### config.mk
export PLATFORM = sky130hd
export DESIGN_NAME = sha256_stream_hasher
export DESIGN_NICKNAME = d
export VERILOG_FILES = /design/src/hw/rtl/sha_pkg.sv /design/src/hw/rtl/sha_round.sv /design/src/hw/rtl/sha256_stream_hasher.sv
export SDC_FILE = /design/constraint.sdc
export NUM_CORES = 2
export LEC_CHECK = 0
export BUFFER_PORTS_ARGS = -buffer_cell sky130_fd_sc_hd__buf_2
export CORE_UTILIZATION = 59
export DETAILED_ROUTE_END_ITERATION = 6
export GPL_TIMING_DRIVEN = 0
export PLACE_DENSITY = 0.8
export SLEW_MARGIN = 20
export SYNTH_ARGS = -nofsm -noshare
export SYNTH_HDL_FRONTEND = slang
export SYNTH_SLANG_ARGS = --single-unit
### constraint.sdc
create_clock -name clk -period 16 [get_ports clk]
set_input_delay 1.6 -clock clk [delete_from_list [all_inputs] [get_ports clk]]
set_output_delay 1.6 -clock clk [all_outputs]
set_load 0.01 [all_outputs]
### src/hw/rtl/sha_pkg.sv
// Shared types, constants and round functions of the SHA-256 stream hasher.
// No dependencies.
package sha_pkg;

  localparam int WordW = 32;
  localparam int MaxLenW = 61;

  localparam logic [1:0] REQ_BYTE     = 2'd0;
  localparam logic [1:0] REQ_FINALIZE = 2'd1;
  localparam logic [1:0] REQ_RESTART  = 2'd2;

  localparam logic [1:0] LIFE_ACTIVE    = 2'd0;
  localparam logic [1:0] LIFE_FINALIZED = 2'd1;
  localparam logic [1:0] LIFE_FAILED    = 2'd2;

  localparam logic [MaxLenW-1:0] MAX_LENGTH = {MaxLenW{1'b1}};

  typedef logic [WordW-1:0] word_t;

  function automatic word_t init_h(input logic [2:0] i);
    word_t r;
    unique case (i)
      3'd0: r = 32'h6a09e667;
      3'd1: r = 32'hbb67ae85;
      3'd2: r = 32'h3c6ef372;
      3'd3: r = 32'ha54ff53a;
      3'd4: r = 32'h510e527f;
      3'd5: r = 32'h9b05688c;
      3'd6: r = 32'h1f83d9ab;
      default: r = 32'h5be0cd19;
    endcase
    return r;
  endfunction

  function automatic word_t round_k(input logic [5:0] t);
    word_t r;
    unique case (t)
      6'd0: r = 32'h428a2f98;  6'd1: r = 32'h71374491;
      6'd2: r = 32'hb5c0fbcf;  6'd3: r = 32'he9b5dba5;
      6'd4: r = 32'h3956c25b;  6'd5: r = 32'h59f111f1;
      6'd6: r = 32'h923f82a4;  6'd7: r = 32'hab1c5ed5;
      6'd8: r = 32'hd807aa98;  6'd9: r = 32'h12835b01;
      6'd10: r = 32'h243185be; 6'd11: r = 32'h550c7dc3;
      6'd12: r = 32'h72be5d74; 6'd13: r = 32'h80deb1fe;
      6'd14: r = 32'h9bdc06a7; 6'd15: r = 32'hc19bf174;
      6'd16: r = 32'he49b69c1; 6'd17: r = 32'hefbe4786;
      6'd18: r = 32'h0fc19dc6; 6'd19: r = 32'h240ca1cc;
      6'd20: r = 32'h2de92c6f; 6'd21: r = 32'h4a7484aa;
      6'd22: r = 32'h5cb0a9dc; 6'd23: r = 32'h76f988da;
      6'd24: r = 32'h983e5152; 6'd25: r = 32'ha831c66d;
      6'd26: r = 32'hb00327c8; 6'd27: r = 32'hbf597fc7;
      6'd28: r = 32'hc6e00bf3; 6'd29: r = 32'hd5a79147;
      6'd30: r = 32'h06ca6351; 6'd31: r = 32'h14292967;
      6'd32: r = 32'h27b70a85; 6'd33: r = 32'h2e1b2138;
      6'd34: r = 32'h4d2c6dfc; 6'd35: r = 32'h53380d13;
      6'd36: r = 32'h650a7354; 6'd37: r = 32'h766a0abb;
      6'd38: r = 32'h81c2c92e; 6'd39: r = 32'h92722c85;
      6'd40: r = 32'ha2bfe8a1; 6'd41: r = 32'ha81a664b;
      6'd42: r = 32'hc24b8b70; 6'd43: r = 32'hc76c51a3;
      6'd44: r = 32'hd192e819; 6'd45: r = 32'hd6990624;
      6'd46: r = 32'hf40e3585; 6'd47: r = 32'h106aa070;
      6'd48: r = 32'h19a4c116; 6'd49: r = 32'h1e376c08;
      6'd50: r = 32'h2748774c; 6'd51: r = 32'h34b0bcb5;
      6'd52: r = 32'h391c0cb3; 6'd53: r = 32'h4ed8aa4a;
      6'd54: r = 32'h5b9cca4f; 6'd55: r = 32'h682e6ff3;
      6'd56: r = 32'h748f82ee; 6'd57: r = 32'h78a5636f;
      6'd58: r = 32'h84c87814; 6'd59: r = 32'h8cc70208;
      6'd60: r = 32'h90befffa; 6'd61: r = 32'ha4506ceb;
      6'd62: r = 32'hbef9a3f7; default: r = 32'hc67178f2;
    endcase
    return r;
  endfunction

  function automatic word_t rotr(input word_t v, input int n);
    return (v >> n) | (v << (WordW - n));
  endfunction

endpackage

### src/hw/rtl/sha_round.sv
// One SHA-256 round plus one message schedule step, reused 64 times per block.
// Depends on sha_pkg.
module sha_round (
  input  logic           clk,
  input  logic           load,       // copy chain words into working vars
  input  logic           step,       // run one round
  input  logic [5:0]     t,
  input  sha_pkg::word_t blk_word,   // message word for rounds 0..15
  input  sha_pkg::word_t chain [8],
  output sha_pkg::word_t vars [8]
);
  import sha_pkg::*;

  word_t v_r [8];
  word_t w_r [16];
  word_t w_new, s0, s1, p15, p2, e, a, big_s1, ch, t1, big_s0, mj;

  always_comb begin
    p15 = w_r[4'(t - 6'd15)];
    p2  = w_r[4'(t - 6'd2)];
    s0  = rotr(p15, 7) ^ rotr(p15, 18) ^ (p15 >> 3);
    s1  = rotr(p2, 17) ^ rotr(p2, 19) ^ (p2 >> 10);
    w_new = (t < 6'd16) ? blk_word : (w_r[t[3:0]] + s0 + w_r[4'(t - 6'd7)] + s1);
    e = v_r[4];
    a = v_r[0];
    big_s1 = rotr(e, 6) ^ rotr(e, 11) ^ rotr(e, 25);
    ch = (e & v_r[5]) ^ (~e & v_r[6]);
    t1 = v_r[7] + big_s1 + ch + round_k(t) + w_new;
    big_s0 = rotr(a, 2) ^ rotr(a, 13) ^ rotr(a, 22);
    mj = (a & v_r[1]) ^ (a & v_r[2]) ^ (v_r[1] & v_r[2]);
  end

  always_ff @(posedge clk) begin
    if (load) begin
      for (int i = 0; i < 8; i++) v_r[i] <= chain[i];
    end else if (step) begin
      w_r[t[3:0]] <= w_new;
      v_r[7] <= v_r[6]; v_r[6] <= v_r[5]; v_r[5] <= v_r[4];
      v_r[4] <= v_r[3] + t1;
      v_r[3] <= v_r[2]; v_r[2] <= v_r[1]; v_r[1] <= v_r[0];
      v_r[0] <= t1 + big_s0 + mj;
    end
  end

  assign vars = v_r;
endmodule

### src/hw/rtl/sha256_stream_hasher.sv
// SHA-256 stream hasher top level: byte buffer, padding sequencer, digest output.
// Depends on sha_pkg and sha_round.
// A message byte that does not fill the 64-byte block is taken and the hasher
// stays ready. The byte that fills a block starts a compression on one shared
// round unit (load, rounds, chain update), during which in_tready is low. Finalize
// writes the padding one byte per cycle, runs one or two compressions, then offers
// eight digest words on the output, one per transfer;
// a failed finalize skips padding and compression and offers eight zero words.
module sha256_stream_hasher (
  input  logic        clk,
  input  logic        rst_n,
  input  logic        in_tvalid,
  output logic        in_tready,
  input  logic [15:0] in_tdata,   // [1:0] req_type, [9:2] data_byte
  output logic        out_tvalid,
  input  logic        out_tready,
  output logic [39:0] out_tdata,  // [31:0] digest_word, [34:32] word_index
  output logic        out_tlast,  // last
  output logic [2:0]  out_tuser   // [0] ok, [2:1] lifecycle
);
  import sha_pkg::*;

  localparam logic [2:0] ST_IDLE = 3'd0;
  localparam logic [2:0] ST_LOAD = 3'd1;
  localparam logic [2:0] ST_RND  = 3'd2;
  localparam logic [2:0] ST_ADD  = 3'd3;
  localparam logic [2:0] ST_PAD  = 3'd4;
  localparam logic [2:0] ST_OUT  = 3'd5;

  logic [2:0]         state_r, state_nxt;
  word_t              buf_r [16];   // block held as big-endian words
  logic [5:0]         cnt_r;
  logic [MaxLenW-1:0] len_r;
  logic [1:0]         life_r;
  word_t              chain_r [8];
  logic [5:0]         t_r;
  logic               fin_r;    // compression belongs to finalize
  logic               tail_r;   // length block still to be padded
  logic [2:0]         oidx_r;
  logic               ook_r;
  word_t              vars [8];
  word_t              blk_word;
  logic [1:0]         req;
  logic [7:0]         dbyte;
  logic [MaxLenW+2:0] bits;
  logic [7:0]         pad_byte;
  logic               acc;

  assign req   = in_tdata[1:0];
  assign dbyte = in_tdata[9:2];
  assign acc   = in_tvalid && in_tready;
  assign in_tready = (state_r == ST_IDLE);
  assign bits = {len_r, 3'b000};
  assign blk_word = buf_r[t_r[3:0]];

  // padding byte at position cnt_r of the current block
  always_comb begin
    pad_byte = 8'h00;
    if (tail_r && cnt_r >= 6'd56) pad_byte = bits[8*(63 - cnt_r) +: 8];
  end

  sha_round u_round (
    .clk(clk), .load(state_r == ST_LOAD), .step(state_r == ST_RND),
    .t(t_r), .blk_word(blk_word), .chain(chain_r), .vars(vars)
  );

  always_comb begin
    state_nxt = state_r;
    unique case (state_r)
      ST_IDLE: if (acc) begin
        if (req == REQ_BYTE && life_r == LIFE_ACTIVE && len_r != MAX_LENGTH &&
            cnt_r == 6'd63) state_nxt = ST_LOAD;
        else if (req == REQ_FINALIZE) begin
          if (life_r != LIFE_ACTIVE) state_nxt = ST_OUT;
          else if (cnt_r == 6'd63) state_nxt = ST_LOAD;
          else state_nxt = ST_PAD;
        end
      end
      ST_LOAD: state_nxt = ST_RND;
      ST_RND:  if (t_r == 6'd63) state_nxt = ST_ADD;
      ST_ADD:  state_nxt = fin_r ? (tail_r ? ST_OUT : ST_PAD) : ST_IDLE;
      ST_PAD: begin
        if (cnt_r == 6'd63) state_nxt = ST_LOAD;
      end
      ST_OUT: if (out_tready && oidx_r == 3'd7) state_nxt = ST_IDLE;
      default: state_nxt = ST_IDLE;
    endcase
  end

  always_ff @(posedge clk) begin
    if (!rst_n) begin
      state_r <= ST_IDLE;
      cnt_r <= '0;
      len_r <= '0;
      life_r <= LIFE_ACTIVE;
      t_r <= '0;
      fin_r <= 1'b0;
      tail_r <= 1'b0;
      oidx_r <= '0;
      ook_r <= 1'b0;
      for (int i = 0; i < 8; i++) chain_r[i] <= init_h(3'(i));
    end else begin
      state_r <= state_nxt;
      unique case (state_r)
        ST_IDLE: if (acc) begin
          unique case (req)
            REQ_BYTE: begin
              if (life_r != LIFE_ACTIVE || len_r == MAX_LENGTH) life_r <= LIFE_FAILED;
              else begin
                len_r <= len_r + 1'b1;
                buf_r[cnt_r[5:2]][{~cnt_r[1:0], 3'b000} +: 8] <= dbyte;
                cnt_r <= cnt_r + 1'b1;
                fin_r <= 1'b0;
              end
            end
            REQ_FINALIZE: begin
              oidx_r <= '0;
              if (life_r != LIFE_ACTIVE) begin
                life_r <= LIFE_FAILED;
                ook_r <= 1'b0;
              end else begin
                buf_r[cnt_r[5:2]][{~cnt_r[1:0], 3'b000} +: 8] <= 8'h80;
                cnt_r <= cnt_r + 1'b1;
                fin_r <= 1'b1;
                // length fits in this block only if 0x80 lands before byte 56
                tail_r <= (cnt_r < 6'd56);
              end
            end
            REQ_RESTART: begin
              cnt_r <= '0;
              len_r <= '0;
              life_r <= LIFE_ACTIVE;
              for (int i = 0; i < 8; i++) chain_r[i] <= init_h(3'(i));
            end
            default: ;
          endcase
        end
        ST_LOAD: t_r <= '0;
        ST_RND:  t_r <= t_r + 1'b1;
        ST_ADD: begin
          for (int i = 0; i < 8; i++) chain_r[i] <= chain_r[i] + vars[i];
          if (fin_r && tail_r) begin
            life_r <= LIFE_FINALIZED;
            ook_r <= 1'b1;
          end
          // second block of a two-block pad carries the length
          if (fin_r) tail_r <= !tail_r;
        end
        ST_PAD: begin
          buf_r[cnt_r[5:2]][{~cnt_r[1:0], 3'b000} +: 8] <= pad_byte;
          cnt_r <= cnt_r + 1'b1;
        end
        ST_OUT: if (out_tready) oidx_r <= oidx_r + 1'b1;
        default: ;
      endcase
    end
  end

  // ST_ADD sets tail_r for the next pass: if tail was clear it becomes set (pad
  // another block with length); if set, this was the length block -> output.
  assign out_tvalid = (state_r == ST_OUT);
  assign out_tdata  = {5'd0, oidx_r, ook_r ? chain_r[oidx_r] : 32'd0};
  assign out_tlast  = (oidx_r == 3'd7);
  assign out_tuser  = {life_r, ook_r};

  a_busy_not_ready: assert property (@(posedge clk) disable iff (!rst_n)
    (state_r != ST_IDLE) |-> !in_tready) else $error("ready while busy");
  a_out_ok_final: assert property (@(posedge clk) disable iff (!rst_n)
    (out_tvalid && ook_r) |-> (life_r == LIFE_FINALIZED)) else $error("ok not final");
  a_fail_zero: assert property (@(posedge clk) disable iff (!rst_n)
    (out_tvalid && !ook_r) |-> (out_tdata[31:0] == 32'd0 && life_r == LIFE_FAILED))
    else $error("failed word not zero");
endmodule

# Yosys cells after proc, flatten, opt, wreduce, memory -nomap -nowiden
# Memories as Yosys holds them, arrays and structs flattened. A register that Yosys moved wholly into a read port is not among the register bits.
# Cells that the tools add are included.
[totals]
register_bits = 596
ram_bits = 1024
rom_bits = 2048
inputBits = 20
out_inout_bits = 46
word_cells = 357
n_memories = 3
[memory_table]
columns = ["name", "depth", "width", "read_ports", "rd_clocked_by_memory_dff", "write_ports", "line", "text"]
rows = [
  ["(no name shown)", 64, 32, 1, 1, 0, "sha_pkg.sv:37", "unique case (t)"],
  ["buf_r", 16, 32, 1, 1, 1, "sha256_stream_hasher.sv:31", "word_t buf_r [16];"],
  ["u_round.w_r", 16, 32, 4, 1, 1, "sha_round.sv:15", "word_t w_r [16];"],
]
[classes]
n_addsub = 27
n_lt_le_gt_ge = 4
eq_ne = 31
shift = 5
mux = 141
bitwise = 93
reduce_logical = 28
[op_table]
columns = ["operator", "count"]
rows = [
  ["2-to-1 mux 256 bit", 4],
  ["adder 32 bit", 18],
  ["one-hot mux 256 bit (2 select lines)", 1],
  ["bitwise XOR 32 bit", 9],
  ["2-to-1 mux 32 bit", 7],
  ["AND 32 bit", 5],
  ["one-hot mux 61 bit (2 select lines)", 1],
  ["binary-select mux 32 bit (select 3 bit)", 1],
  ["2-to-1 mux 1 bit", 90],
  ["bitwise OR 1 bit", 64],
  ["variable part select 64 x 33 -> 8 bit", 1],
  ["variable part select 8 x 7 -> 32 bit", 2],
  ["adder 61 x 1 -> 61 bit, second input constant", 1],
  ["equality test 61 bit, second input constant", 1],
  ["2-to-1 mux 61 bit", 1],
  ["inequality test 61 bit, second input constant", 1],
  ["2-to-1 mux 3 bit", 12],
  ["inverter 32 bit", 1],
  ["bitwise OR 10 x 32 -> 32 bit", 1],
  ["bitwise OR 13 x 32 -> 32 bit", 1],
  ["bitwise OR 14 x 32 -> 32 bit", 1],
  ["bitwise OR 15 x 32 -> 32 bit", 1],
  ["bitwise OR 19 x 32 -> 32 bit", 1],
  ["bitwise OR 21 x 32 -> 32 bit", 1],
  ["54 further kinds", 103],
]

# Logic depth before layout (Yosys ltp)
# An unclocked memory read counts as a cell.
[depth]
depth_word = 14
ltp_mapped = 55
depth_no_buf = 49

# Modules after synthesis
# A second synthesis with hierarchy kept.
[hier_totals]
hier_cells = 8475
hier_area_um2 = 102909.9
[modules_own_cells]
columns = ["mod", "n_inst", "cells_each", "area_each_um2", "seq_area_each_um2"]
rows = [
  ["sha_round", 1, 4321, 55743.5, 23062.1],
  ["sha256_stream_hasher", 1, 4154, 47166.5, 22261.4],
]

# Worst setup path after synthesis
# OpenSTA, ideal clock, no wires.
[synth_timing]
kind = "register to register"
from = "register t_r[0]"
to = "register u_round.v_r, in the netlist u_round.a[31] (data pin)"
setup_time_ps = 263
arrival_ps = 13313
t_required_ps = 15737
slack_ps = 2424
path_stages_with_launch = 48
n_path_buf = 9
synth_period_minus_slack_ps = 13576
cell_sequence = "dfxtp_1 buf_6 buf_2 buf_1 buf_1 clkbuf_1 inv_1 ha_1 buf_1 clkbuf_1 clkbuf_1 clkbuf_1 mux4_2 mux4_2 inv_1 fa_1 fa_1 inv_1 (+12 left out) o41ai_1 a31oi_1 o31ai_1 a21o_1 a21oi_1 xnor2_1 fa_1 ha_1 a21o_1 a21oi_1 nand2_1 a2111oi_0 a211oi_1 a41o_1 o41ai_1 xnor2_1 xnor2_1 o21ai_1"
[synth_between]
elab_chain_len = 14
elab_cells_between_ends = 22
cone_classes = "add/sub: 9; order compare: 1; mux: 3; bitwise: 8; memory: 1"
[synth_lines]
columns = ["element", "line", "text"]
rows = [
  ["start: declaration", "sha256_stream_hasher.sv:36", "logic [5:0] t_r;"],
  ["start signal: assignment", "sha256_stream_hasher.sv:139", "ST_RND: t_r <= t_r + 1'b1;"],
  ["subtractor 4 bit", "sha_round.sv:19", "p15 = w_r[4'(t - 6'd15)];"],
  ["memory read (16 x 32 bit)", "-", ""],
  ["bitwise OR 25 x 32 -> 32 bit or bitwise OR 14 x 32 -> 32 bit (tied branches)", "sha_pkg.sv:75", "return (v >> n) | (v << (WordW - n));"],
  ["bitwise XOR 32 bit", "sha_round.sv:21", "s0 = rotr(p15, 7) ^ rotr(p15, 18) ^ (p15 >> 3);"],
  ["bitwise XOR 32 x 29 -> 32 bit", "sha_round.sv:21", ""],
  ["adder 32 bit (3 in series)", "sha_round.sv:23", "w_new = (t < 6'd16) ? blk_word : (w_r[t[3:0]] + s0 + w_r[4'(t - 6'd7)] + s1);"],
  ["2-to-1 mux 32 bit (*)", "sha_round.sv:23", ""],
  ["net u_round.w_new[3]", "sha_round.sv:16", "word_t w_new, s0, s1, p15, p2, e, a, big_s1, ch, t1, big_s0, mj;"],
  ["adder 32 bit (*)", "sha_round.sv:28", "t1 = v_r[7] + big_s1 + ch + round_k(t) + w_new;"],
  ["adder 32 bit (*) (2 in series)", "sha_round.sv:41", "v_r[0] <= t1 + big_s0 + mj;"],
  ["2-to-1 mux 256 bit (*)", "sha_round.sv:36", "end else if (step) begin"],
  ["2-to-1 mux 256 bit (*)", "sha_round.sv:34", "if (load) begin"],
  ["end: declaration", "sha_round.sv:14", "word_t v_r [8];"],
]
# Mark *: on every way through the listed nets, which the timed path passes. The rest lies on a longest branch. The select of a mux whose other input is x is not followed.
# A chain may end at the register's enable or synchronous reset.

# Worst setup path after layout
[layout_timing]
from = "register t_r[0]"
to = "register u_round.v_r, in the netlist u_round.a[31] (data pin)"
[layout_between]
elab_chain_len = 14
elab_cells_between_ends = 22
cone_classes = "add/sub: 9; order compare: 1; mux: 3; bitwise: 8; memory: 1"
[layout_lines]
columns = ["element", "line"]
rows = [
  ["subtractor 4 bit", "sha_round.sv:19"],
  ["memory read (16 x 32 bit)", "-"],
  ["bitwise OR 25 x 32 -> 32 bit or bitwise OR 14 x 32 -> 32 bit (tied branches)", "sha_pkg.sv:75"],
  ["bitwise XOR 32 bit", "sha_round.sv:21"],
  ["bitwise XOR 32 x 29 -> 32 bit", "sha_round.sv:21"],
  ["adder 32 bit (3 in series)", "sha_round.sv:23"],
  ["2-to-1 mux 32 bit (*)", "sha_round.sv:23"],
  ["adder 32 bit (*)", "sha_round.sv:28"],
  ["adder 32 bit (*) (2 in series)", "sha_round.sv:41"],
  ["2-to-1 mux 256 bit (*)", "sha_round.sv:36"],
  ["2-to-1 mux 256 bit (*)", "sha_round.sv:34"],
]
# Every way passes the cells marked *; elsewhere a longest branch is shown, timed or not. The select of a mux whose other input is x is not followed.

==> results list <==
* Average routed wire per standard cell: 37.01 microns
* Critical Setup Path Class: flip-flop to flip-flop
- Counting flops with an async set or reset pin after synthesis yields a share of 0.
* Core occupancy in the finished layout: 0.6565
- Most instantiated flip-flop cell in the synthesis netlist: edfxtp_1
* Setup violators final: 0
* Fraction of layout instances using a drive strength above 1: 0.1550
* Hpwl dp: 303.7 mm
- Post-layout worst setup margin: 58.92 ps
- In the finished design, the share of the clock period the worst path needs comes to 0.9963.
- In the synthesized netlist, the number of instances is 8524.
- Critical path's most frequent cell: fa_1
- Setup repair after global routing left no endpoint under its margin.
* Vias/cell: 7.426
- For the pin with the worst max-slew slack, the measured transition is 1337 ps.
- Number of max-slew violations in the final report: 0
* Post-route ant nets: 0
- Clock latency on the worst-skew pair: 900 ps
- For this run, the register share of the synthesized area comes to 0.4500.
- The smallest clock period supported by the final layout is computed as 15940 ps.
- TritonCTS created 176 clock buffers.
- Post-CTS Setup Repair Bufs: 0
* Die outline height: 418.1 microns
- Syn Area/Cell: 11.98 sq um
- In this run the deepest clock path goes through 3 buffers.
- Yosys printed 0 warnings.
- Violated checks: DRC
- Aggregate negative setup slack: 0 ps
* Total number of vias: 83889
- First-pass DRT Iterations: 7
* Iteration-0 DRC count of the detailed router: 16607
- Delay contributed by the slowest stage of the critical path: 740 ps
* H-tree depth reported by CTS: 4
* Row Count: 152
- Wires add up to 418.0 mm.
- The congestion estimate from routability-driven global placement came to 1.136.
* Class of the tightest hold or removal check: flip-flop to flip-flop
- Number of distinct library cell variants in the gate-level netlist after synthesis: 90
- Hold Worst Slack: 500.7 ps
- Data on the critical path is required at its endpoint by 16580 ps.
- EDFF count, synth: 1280
- For this run, design rule violations remaining after detail routing come to 131.
- Based on the critical path, the design can be clocked at up to 62.73 MHz.
- The tree is rooted in a clkbuf_16.
* Global-route usage over all layers: 0.4742
* Congestion Overflow GR: 0
- The tool flagged a number of max-cap violations equal to 0.
* Crit-path max FO: 19
- Die extent in x: 418.1 microns
- Initial antenna violation count: 37
- Clock-pin slew was measured on the worst setup and hold paths at 60 ps.
* IO Port Bufs: 54
- Data arrives at the worst endpoint at 16520 ps.
* Result of the run: complete, but fails checks
- Mapped Area: 102100 sq um
* Clock tree sinks: 1656
- TritonCTS built the clock tree.
* Area added between synthesis and finish: 10.38%
- Entering global routing, the biggest net connects 89 pins.
- The slowest stage of the critical path belongs to the cell clkbuf_2.
* Effective utilization at floorplan: 0.5948
- Crit path capture type: flip-flop
- Area of the placeable core: 171700 sq um
- First-pass GRT wire length: 580.4 mm
- The via count of the first global-routing pass came to 79248.
* Final Hold Viols: 0
* Skew final: 65.35 ps
- Worst slack after detailed placement: -3306 ps
- Relative slew slack: 0.1072
* Die Footprint: 174800 sq um
- For this run, the post-layout net count is 9444.
- Synthesis inferred 1656 register bits.
* Crit start category: flip-flop
- Top Ports: 66
- In this run, post-CTS hold repair placed 0 buffers.
[registers in the layout, summed over array words and instances (netlist names), named ones only]
register / flops
u_round.w_r: 512
cnt_r: 6
len_r: 61
buf_r: 512
ook_r: 1
u_round.vars: 192
t_r: 6
u_round.a: 32
u_round.e: 32
chain_r: 256
fin_r: 1
state_r: 3
tail_r: 1
life_r: 2
oidx_r: 3
[stage by stage]
| step | cells | cell area (sq um) |
|---|---|---|
| global placement | 10892 | 105300 |
| finish | 11296 | 112700 |
| CTS | 11281 | 112600 |
| floorplan | 8528 | 102200 |
| detailed placement | 10958 | 106600 |
| global route | 11283 | 112700 |
[area by class of cell]
| type | count | area, sq um |
|---|---|---|
| fill | 12624 | 58990 |
| multi-input combinational | 5955 | 53090 |
| sequential | 1656 | 45960 |
| clock buffer | 230 | 4788 |
| tap | 2310 | 2890 |
| buffer | 491 | 2082 |
| inverter | 423 | 1595 |
| timing repair buffer | 122 | 1272 |
| clock inverter | 93 | 1023 |
| antenna | 16 | 40.04 |
[timing repair]
| action | 4_1_cts | 5_1_grt |
|---|---|---|
| gates cloned | 0 | 0 |
| setup endpoints to repair | 37 | 11 |
| gates resized for setup | 35 | 32 |
[cell usage after synthesis, drive strengths merged (23+ instances only)]
master  instances  area share
a21boi         23      0.0017
nor3           88      0.0043
a31oi          52      0.0032
o21ai         326       0.016
and2           36      0.0022
nand2b         44      0.0027
mux4          746        0.16
and3           51      0.0031
or3            38      0.0023
buf           112      0.0045
or2            23      0.0014
nor2          470       0.017
a22oi          74      0.0054
inv           421       0.015
edfxtp       1280        0.38
nor2b         145      0.0089
dfxtp         376       0.074
clkbuf        382       0.014
nand3         138      0.0068
a211oi         49      0.0036
fa            195       0.038
nand2        1097       0.040
xor2          250       0.022
mux2i          85      0.0083
nand4          34      0.0021
a21o          185       0.014
o22ai         111      0.0068
o31ai          35      0.0026
o21a           50      0.0037
a21oi         464       0.023
xnor2         376       0.032
ha            404       0.049
o21bai         54      0.0040
o211ai         45      0.0033
[metal layers]
| layer | vias to the layer above | GRT usage | wire length [microns] |
|---|---|---|---|
| met1 | 40500 | 0.6002 | 139200 |
| met5 | - | 0.02806 | 1085 |
| met2 | 8706 | 0.6361 | 165600 |
| met3 | 2088 | 0.2474 | 79560 |
| li1 | 32545 | - | - |
| met4 | 50 | 0.2903 | 32510 |
[critical path: cells and delay by family, from the launching register on]
kind / cells / cell delay (ps)
buffers and inverters: 12 / 3630
adders and majority gates: 9 / 4140
xor gates and xnor gates: 3 / 530
DFF: 1 / 370
AOI/OAI and AO/OA: 13 / 4430
muxes: 2 / 920
and+or+nand+nor: 7 / 1520
[path summary, 6_finish.rpt]
path | from | cells past startpoint | end | slack [ps]
max | t_r[0] | 46 | u_round.a[31] | 60
min | chain_r[255] | 2 | chain_r[255] | 500
max reg2reg | t_r[0] | 46 | u_round.a[31] | 60
min reg2reg | chain_r[255] | 2 | chain_r[255] | 500
[cell usage in the layout (no fill, tap or decap), types with 70 or more instances in the layout]
cell       synthesis  routed
nor2_1           470     442
xnor2_1          375     372
fa_1             195     195
o22ai_1          111     111
edfxtp_1        1280    1280
a21oi_1          464     448
clkbuf_1         381     348
a21o_1           185     185
o21ai_0          322     308
dfxtp_1          376     376
mux2i_1           85      83
a22oi_1           74      74
mux4_2           746     746
inv_1            421     420
xor2_1           248     248
nor2b_1          145     145
buf_2              4     112
nor3_1            88      83
nand3_1          138     138
clkbuf_16          0     177
nand2_1         1097    1097
clkbuf_2           1      70
ha_1             404     404
[logic make-up after synthesis]
logic type / synth area share
flops: 0.4500
compound gates: 0.1026
xor+xnor: 0.05445
simple gates: 0.09566
buf+inv: 0.03413
other cells: 0.00003671
mux: 0.1738
fa+ha+maj: 0.08937
Power is left out: the tool's default activity adds up to more than one toggle a clock period on the data nets, which glitch-free logic cannot reach.
